===== config.mk =====
export PLATFORM = sky130hd
export DESIGN_NAME = mobility_mode_supervisor_flat
export DESIGN_NICKNAME = d
export VERILOG_FILES = /design/src/rtl/core/mms_pkg.sv /design/src/rtl/core/mms_chan_if.sv /design/src/rtl/core/mms_step.sv /design/src/rtl/core/mobility_mode_supervisor.sv /design/src/flat_wrapper.sv
export SDC_FILE = /design/constraint.sdc
export NUM_CORES = 1
export LEC_CHECK = 0
export BUFFER_PORTS_ARGS = -buffer_cell sky130_fd_sc_hd__buf_2
export CAP_MARGIN = 30
export CORE_ASPECT_RATIO = 0.75
export CORE_MARGIN = 2
export CORE_UTILIZATION = 53
export DETAILED_ROUTE_END_ITERATION = 10
export PLACE_DENSITY = 0.76
export SLEW_MARGIN = 20
export SYNTH_ARGS = -nofsm -noshare
export SYNTH_HDL_FRONTEND = slang
export SYNTH_SLANG_ARGS = --single-unit

===== constraint.sdc =====
create_clock -name clock -period 2.7 [get_ports clock]
set_clock_uncertainty 0.2 [all_clocks]
set_input_delay 0 -clock clock [delete_from_list [all_inputs] [get_ports clock]]
set_output_delay 0 -clock clock [all_outputs]
set_load 0.01 [all_outputs]

===== src/rtl/core/mms_pkg.sv =====
// Package of types and codes shared by the mobility mode supervisor files.
`default_nettype none

package mms_pkg;

   typedef enum logic [2:0] {
      MODE_FREE_ROLL  = 3'd0,
      MODE_ASSISTED   = 3'd1,
      MODE_GET_GOAL   = 3'd2,
      MODE_NAVIGATING = 3'd3,
      MODE_AT_GOAL    = 3'd4
   } mode_type;

   localparam logic [1:0] PHONE_NONE    = 2'd0;
   localparam logic [1:0] PHONE_CANCEL  = 2'd1;
   localparam logic [1:0] PHONE_START   = 2'd2;
   localparam logic [1:0] PHONE_UNKNOWN = 2'd3;

   localparam logic [1:0] SCREEN_NONE    = 2'd0;
   localparam logic [1:0] SCREEN_ASSIST  = 2'd1;
   localparam logic [1:0] SCREEN_FREE    = 2'd2;
   localparam logic [1:0] SCREEN_UNKNOWN = 2'd3;

   localparam logic [1:0] NAV_ACTIVE    = 2'd0;
   localparam logic [1:0] NAV_SUCCEEDED = 2'd1;
   localparam logic [1:0] NAV_FAILED    = 2'd2;
   localparam logic [1:0] NAV_OTHER     = 2'd3;

   typedef struct packed {
      logic [1:0] phone_event;
      logic [1:0] screen_event;
      logic       slider_valid;
      logic       slider_level;
      logic       goal_arrived;
      logic [1:0] nav_status;
   } req_type;

   typedef struct packed {
      logic [2:0] mode;
      logic       free_roll_ok;
      logic       use_slider_velocity;
      logic       send_goal;
      logic       cancel_goal;
   } rsp_type;

   typedef struct packed {
      mode_type mode;
      logic     phone_pending;
      logic     phone_is_start;
      logic     screen_pending;
      logic     screen_is_assist;
      logic     slider_changed;
      logic     goal_pending;
      logic     free_roll_held;
      logic     slider_use_held;
   } state_type;

   localparam state_type STATE_RESET = '{
      mode:             MODE_ASSISTED,
      phone_pending:    1'b0,
      phone_is_start:   1'b0,
      screen_pending:   1'b0,
      screen_is_assist: 1'b0,
      slider_changed:   1'b0,
      goal_pending:     1'b0,
      free_roll_held:   1'b1,
      slider_use_held:  1'b1
   };

endpackage

`default_nettype wire


===== src/rtl/core/mms_chan_if.sv =====
// Valid/ready channel interfaces for the request and result streams.
`default_nettype none

interface mms_req_if;
   logic             valid;
   logic             ready;
   mms_pkg::req_type payload;

   modport source (output valid, output payload, input ready);
   modport sink (input valid, input payload, output ready);
endinterface

interface mms_rsp_if;
   logic             valid;
   logic             ready;
   mms_pkg::rsp_type payload;

   modport source (output valid, output payload, input ready);
   modport sink (input valid, input payload, output ready);
endinterface

`default_nettype wire


===== src/rtl/core/mms_step.sv =====
// Next-state and result logic for one control period of the supervisor.
`default_nettype none

module mms_step (
   input  mms_pkg::state_type state_cur,
   input  mms_pkg::req_type   request,
   output mms_pkg::state_type state_nxt,
   output mms_pkg::rsp_type   result
);

   mms_pkg::state_type merged;
   logic               send;
   logic               cancel;
   logic               nav;

   always_comb begin
      merged = state_cur;
      if (request.phone_event != mms_pkg::PHONE_NONE) begin
         if (request.phone_event == mms_pkg::PHONE_CANCEL) begin
            merged.phone_is_start = 1'b0;
         end else if (request.phone_event == mms_pkg::PHONE_START) begin
            merged.phone_is_start = 1'b1;
         end
         merged.phone_pending = 1'b1;
      end
      if (request.screen_event != mms_pkg::SCREEN_NONE) begin
         if (request.screen_event == mms_pkg::SCREEN_ASSIST) begin
            merged.screen_is_assist = 1'b1;
         end else if (request.screen_event == mms_pkg::SCREEN_FREE) begin
            merged.screen_is_assist = 1'b0;
         end
         merged.screen_pending = 1'b1;
      end
      if (request.slider_valid) begin
         merged.slider_changed = request.slider_level;
      end
      if (request.goal_arrived) begin
         merged.goal_pending = 1'b1;
      end
   end

   always_comb begin
      state_nxt = merged;
      send      = 1'b0;
      cancel    = 1'b0;
      nav       = (state_cur.mode == mms_pkg::MODE_NAVIGATING);
      unique case (state_cur.mode)
         mms_pkg::MODE_FREE_ROLL, mms_pkg::MODE_ASSISTED: begin
            if (merged.screen_pending) begin
               if (state_cur.mode == mms_pkg::MODE_FREE_ROLL && merged.screen_is_assist) begin
                  state_nxt.mode = mms_pkg::MODE_ASSISTED;
               end
               if (state_cur.mode == mms_pkg::MODE_ASSISTED && !merged.screen_is_assist) begin
                  state_nxt.mode = mms_pkg::MODE_FREE_ROLL;
               end
               state_nxt.screen_pending = 1'b0;
            end else if (merged.phone_pending) begin
               if (merged.phone_is_start) begin
                  state_nxt.mode = mms_pkg::MODE_GET_GOAL;
               end
               state_nxt.phone_pending = 1'b0;
            end
            state_nxt.free_roll_held  = (state_cur.mode == mms_pkg::MODE_FREE_ROLL);
            state_nxt.slider_use_held = (state_cur.mode == mms_pkg::MODE_ASSISTED);
         end
         mms_pkg::MODE_GET_GOAL, mms_pkg::MODE_NAVIGATING: begin
            priority if (merged.slider_changed) begin
               state_nxt.mode           = mms_pkg::MODE_FREE_ROLL;
               cancel                   = nav;
               state_nxt.slider_changed = 1'b0;
            end else if (merged.screen_pending) begin
               state_nxt.mode           = mms_pkg::MODE_FREE_ROLL;
               cancel                   = nav;
               state_nxt.screen_pending = 1'b0;
            end else if (merged.phone_pending) begin
               if (!merged.phone_is_start) begin
                  state_nxt.mode = mms_pkg::MODE_FREE_ROLL;
               end
               cancel                  = nav;
               state_nxt.phone_pending = 1'b0;
            end else if (!nav) begin
               if (merged.goal_pending) begin
                  send                   = 1'b1;
                  state_nxt.mode         = mms_pkg::MODE_NAVIGATING;
                  state_nxt.goal_pending = 1'b0;
               end
            end else if (request.nav_status == mms_pkg::NAV_ACTIVE) begin
               state_nxt.mode = mms_pkg::MODE_NAVIGATING;
            end else if (request.nav_status == mms_pkg::NAV_SUCCEEDED) begin
               state_nxt.mode = mms_pkg::MODE_AT_GOAL;
            end else begin
               cancel         = 1'b1;
               state_nxt.mode = mms_pkg::MODE_FREE_ROLL;
            end
            state_nxt.free_roll_held  = 1'b0;
            state_nxt.slider_use_held = 1'b0;
         end
         default: begin
            state_nxt.mode = mms_pkg::MODE_FREE_ROLL;
         end
      endcase

      result.mode                = state_cur.mode;
      result.free_roll_ok        = state_nxt.free_roll_held;
      result.use_slider_velocity = state_nxt.slider_use_held;
      result.send_goal           = send;
      result.cancel_goal         = cancel;
   end

endmodule

`default_nettype wire


===== src/rtl/core/mobility_mode_supervisor.sv =====
// Top level of the mobility mode supervisor: request register, step logic, result register.
// Each request is one control period carrying the phone, screen, slider, goal and
// navigation-status events latched since the previous period. Each request yields
// exactly one result: the mode evaluated, the free-roll and slider-velocity
// permissions, and the send-goal and cancel-goal pulses.
// Both channels use valid/ready; a request or result moves when both are high.
// A request is held in the input register, evaluated against the mode state by the
// step logic, and written to the result register when it advances, so the result
// becomes valid as the request leaves the input register and stays until taken.
// Throughput is one request per cycle unless the receiver stalls, set by the combinational
// step logic that updates the mode state as each request passes into the result register.
// When the receiver stalls, the result register holds its value, the input
// register holds the next request, and ready drops once both are full.
// Synchronous reset empties both registers and returns the mode to assisted with
// no events pending and both permissions held high.
`default_nettype none

module mobility_mode_supervisor (
   input  wire        clock,
   input  wire        reset,
   mms_req_if.sink    req_ch,
   mms_rsp_if.source  rsp_ch
);

   logic               in_valid_ff;
   logic               in_valid_in;
   mms_pkg::req_type   in_data_ff;
   logic               out_valid_ff;
   logic               out_valid_in;
   mms_pkg::rsp_type   out_data_ff;
   mms_pkg::state_type state_ff;
   mms_pkg::state_type state_in;
   mms_pkg::rsp_type   step_result;
   logic               advance;
   logic               req_take;

   mms_step u_step (
      .state_cur (state_ff),
      .request   (in_data_ff),
      .state_nxt (state_in),
      .result    (step_result)
   );

   assign advance      = in_valid_ff && (!out_valid_ff || rsp_ch.ready);
   assign req_ch.ready = !in_valid_ff || advance;
   assign req_take     = req_ch.valid && req_ch.ready;
   assign in_valid_in  = req_take || (in_valid_ff && !advance);
   assign out_valid_in = advance || (out_valid_ff && !rsp_ch.ready);

   assign rsp_ch.valid   = out_valid_ff;
   assign rsp_ch.payload = out_data_ff;

   always_ff @(posedge clock) begin
      if (reset) begin
         in_valid_ff  <= 1'b0;
         out_valid_ff <= 1'b0;
         state_ff     <= mms_pkg::STATE_RESET;
      end else begin
         in_valid_ff  <= in_valid_in;
         out_valid_ff <= out_valid_in;
         if (advance) begin
            state_ff <= state_in;
         end
      end
   end

   always_ff @(posedge clock) begin
      if (req_take) begin
         in_data_ff <= req_ch.payload;
      end
      if (advance) begin
         out_data_ff <= step_result;
      end
   end

   // A goal is only sent from get goal and only cancelled while navigating.
   assert property (@(posedge clock) disable iff (reset)
      out_valid_ff && out_data_ff.send_goal |->
         out_data_ff.mode == mms_pkg::MODE_GET_GOAL)
      else $error("send_goal outside get goal mode");

   assert property (@(posedge clock) disable iff (reset)
      out_valid_ff && out_data_ff.cancel_goal |->
         out_data_ff.mode == mms_pkg::MODE_NAVIGATING)
      else $error("cancel_goal outside navigating mode");

   assert property (@(posedge clock) disable iff (reset)
      out_valid_ff |-> !(out_data_ff.send_goal && out_data_ff.cancel_goal))
      else $error("send_goal and cancel_goal raised together");

   // At goal always falls back to free roll on the next request.
   assert property (@(posedge clock) disable iff (reset)
      advance && state_ff.mode == mms_pkg::MODE_AT_GOAL |=>
         state_ff.mode == mms_pkg::MODE_FREE_ROLL)
      else $error("at goal did not return to free roll");

   // The mode state only changes when a request passes into the result register.
   assert property (@(posedge clock) disable iff (reset)
      !advance |=> $stable(state_ff))
      else $error("mode state changed without a request");

endmodule

`default_nettype wire


===== src/flat_wrapper.sv =====
// flat-port wrapper written by rule: the top's interface ports become plain ports
module mobility_mode_supervisor_flat 
  (clock, reset, req_ch_valid, req_ch_payload, req_ch_ready, rsp_ch_valid, rsp_ch_payload, rsp_ch_ready);
  mms_req_if req_ch_i ();
  mms_rsp_if rsp_ch_i ();
  input  wire clock;
  input  wire reset;
  input wire logic [$bits(req_ch_i.valid)-1:0] req_ch_valid;
  input wire logic [$bits(req_ch_i.payload)-1:0] req_ch_payload;
  output wire logic [$bits(req_ch_i.ready)-1:0] req_ch_ready;
  output wire logic [$bits(rsp_ch_i.valid)-1:0] rsp_ch_valid;
  output wire logic [$bits(rsp_ch_i.payload)-1:0] rsp_ch_payload;
  input wire logic [$bits(rsp_ch_i.ready)-1:0] rsp_ch_ready;
  assign req_ch_i.valid = req_ch_valid;
  assign req_ch_i.payload = req_ch_payload;
  assign req_ch_ready = req_ch_i.ready;
  assign rsp_ch_valid = rsp_ch_i.valid;
  assign rsp_ch_payload = rsp_ch_i.payload;
  assign rsp_ch_i.ready = rsp_ch_ready;
  mobility_mode_supervisor u_core (.clock(clock), .reset(reset), .req_ch(req_ch_i), .rsp_ch(rsp_ch_i));
endmodule

==> reports/qor.csv <==
metric,value,unit
layout-drive-gt1-share,20.0,%
outcome,"finished, final reports clean",
finalWirelength,2580,µm
htree_levels,2,
grt_pass1_wl,4350,µm
crit_start,u_core.in_data_ff[6],
clockBufferDepth,2,
place_area,1380,µm²
ioPinCount,22,
path_cells,or3_4 > nor2_1 > nand2_1 > mux2_2 > a211oi_2 > a31oi_1,
clk_latency,0.32,ns
cellPowerDensity,548,nW/µm²
critical_path.max_stage_delay,0.45,ns
cts_tree,built,
critPathLaunchType,flip-flop,
grt.total_usage,22.4,%
drtAntennaViolNets,0,
dr.pass1.iters,4,
num_rows,15,
relSlewSlack,68.1,%
cp-end-kind,flip-flop,
tightestPinTransition,0.479,ns
ys_seq_area_share,59.0,%
crit_slowest_cell,edfxtp_1,
fin_crit_sh,78.5,%
area_growth,26.0,%
rsz0062_at_grt,false,
drc,0,
reg2reg_slack,0.58,ns
drt_iter0_markers,43,
first_global_vias,989,
place_hpwl,1730,µm
die_x,60.2,µm
fin_nets,172,
start_util,55.3,%
die_area,2780,µm²
synthTopCellsByArea,"edfxtp_1 (38%), dfxtp_1 (21%), nor2_1 (4.8%), nand2_1 (3.9%), a21oi_1 (3.6%)",
critPathRequiredTime,2.70,ns
arrival,2.12,ns
synthCells,120,
p_total,867,µW
dp_slack,0.643,ns
antenna_found_initial,0,
routabilityCongestion,0.882,
grt_overflow_total,0,
setup_viol,0,
root_buffer,clkbuf_4,
syn_avg_cell_area,10.5,µm²
crit_fanout,5,
ys_types,38,
yosys.area.top_type,edfxtp_1,
rr_startpoint,u_core.in_data_ff[6],
final_cell_mix,"buf_2 (21), nor2_1 (16), edfxtp_1 (16)",
syn-cell-area,1260,µm²
numCtsBuffers,5,
criticalPathCategory,reg2reg,
ir_drop,0.318,mV
ctsResizeCount,0,
vias,1041,
cts_sinks,29,
ys_seq_elements,29,
max-cap-violations,0,
synth_nets,133,
hold_violations,0,
clk_pin_slew,0.08,ns
maxSlewViolCount,0,
drt-wirelength-per-cell,13.3,µm
die_h,46.2,µm
fmax,472,MHz
utilization,69.7,%
synth_top_area_share,38.2,%
antenna_cells,0,
viasPerCell,5.37,
layout_commonest_cell,buf_2,
ys_warn_count,0,
core-area,2270,µm²
grt_start_max_net_pins,17,
hp-class,in2reg,
port_buffers,21,
timing.rr.end,u_core.state_ff[8],
rr_worst_depth,6,
crit_path_end,u_core.state_ff[8],
period_needed,2.12,ns
setup_slack,0.579,ns
power.leakage,0.000610,µW
tns,0,ns
stdcell_area,1580,µm²
[final cells by class]
type / instances / area [µm²]
clock buffers: 8 / 48.8
flip-flops and latches: 29 / 741
well taps: 34 / 42.5
inverters: 3 / 11.3
fillers: 167 / 688
multi-input cells: 84 / 484
repair buffers: 36 / 255
[critical path, delay by kind of cell (launching register included)]
kind / cells / cell delay [ns]
simple gates: 3 / 0.78
flops: 1 / 0.45
mux: 1 / 0.32
compound gates: 2 / 0.25
[power breakdown]
group	internal [µW]	total [µW]	switching [µW]
Clock	103	239	135
Sequential	493	515	21.7
Combinational	54.6	113	58.7
Total	651	867	216
[cells in the mapped netlist, drive strengths merged]
cell type	n
a211oi	2
a311oi	1
maj3	1
nand3	1
xor2	1
a21oi	9
clkbuf	2
o211a	1
nand4	3
and2	2
nor2	16
mux2i	1
edfxtp	16
nor3	6
o21ai	7
nand2b	3
nand3b	1
nand2	13
nor2b	2
a31oi	2
o31ai	1
nor4	1
o211ai	1
mux2	2
inv	3
o21a	1
dfxtp	13
a211o	1
or3	3
buf	2
and2b	1
a22o	1
[flip-flops by register name, indices dropped and copies added (netlist names)]
| signal | count |
|---|---|
| u_core.in_valid_ff | 1 |
| u_core.state_ff | 11 |
| u_core.rsp_ch.payload | 7 |
| u_core.in_data_ff | 9 |
| u_core.rsp_ch.valid | 1 |
[metrics by stage]
| stage | hold WS (ns) | std cells |
|---|---|---|
| after detailed placement | -0.0219 | 171 |
| after floorplan | -0.128 | 120 |
| final | 0.180 | 194 |
| after global routing | 0.177 | 194 |
| after global placement | -0.0240 | 171 |
| after CTS | 0.171 | 194 |
[repair_timing]
| action | 4_1_cts | 5_1_grt |
|---|---|---|
| buffers inserted | 0 | 0 |
| hold buffers | 15 | 0 |
| hold endpoints to repair | 22 | 0 |
[cell families after synthesis]
kind of cell | after synthesis | synth area share, %
compound gates | 27 | 14.0
xor+xnor | 1 | 0.697
fa+ha+maj | 1 | 0.797
buf+inv | 7 | 2.49
flops | 29 | 59.0
mux | 3 | 2.59
simple gates | 52 | 20.4
[per-layer routing]
metal | vias to the layer above | global-route usage, % | part of all wire, %
met1 | 482 | 26.6 | 45
met5 | - | 0 | 0
met3 | 8 | 6.74 | 6.5
met2 | 38 | 37.8 | 47
met4 | 0 | 10.2 | 1.7
li1 | 513 | - | -
[worst min-delay path by stage]
stage / startpoint / to / slack, ns / cells after the start
after floorplan: reset / u_core.state_ff[9] / -0.13 / 1
after global placement: req_ch_payload[0] / u_core.in_data_ff[0] / -0.02 / 1
after detailed placement: req_ch_payload[0] / u_core.in_data_ff[0] / -0.02 / 1
after CTS: req_ch_payload[5] / u_core.in_data_ff[5] / 0.17 / 2
after global routing: req_ch_payload[6] / u_core.in_data_ff[6] / 0.18 / 2
final: req_ch_payload[5] / u_core.in_data_ff[5] / 0.18 / 2
(Power assumes the default switching activity.)
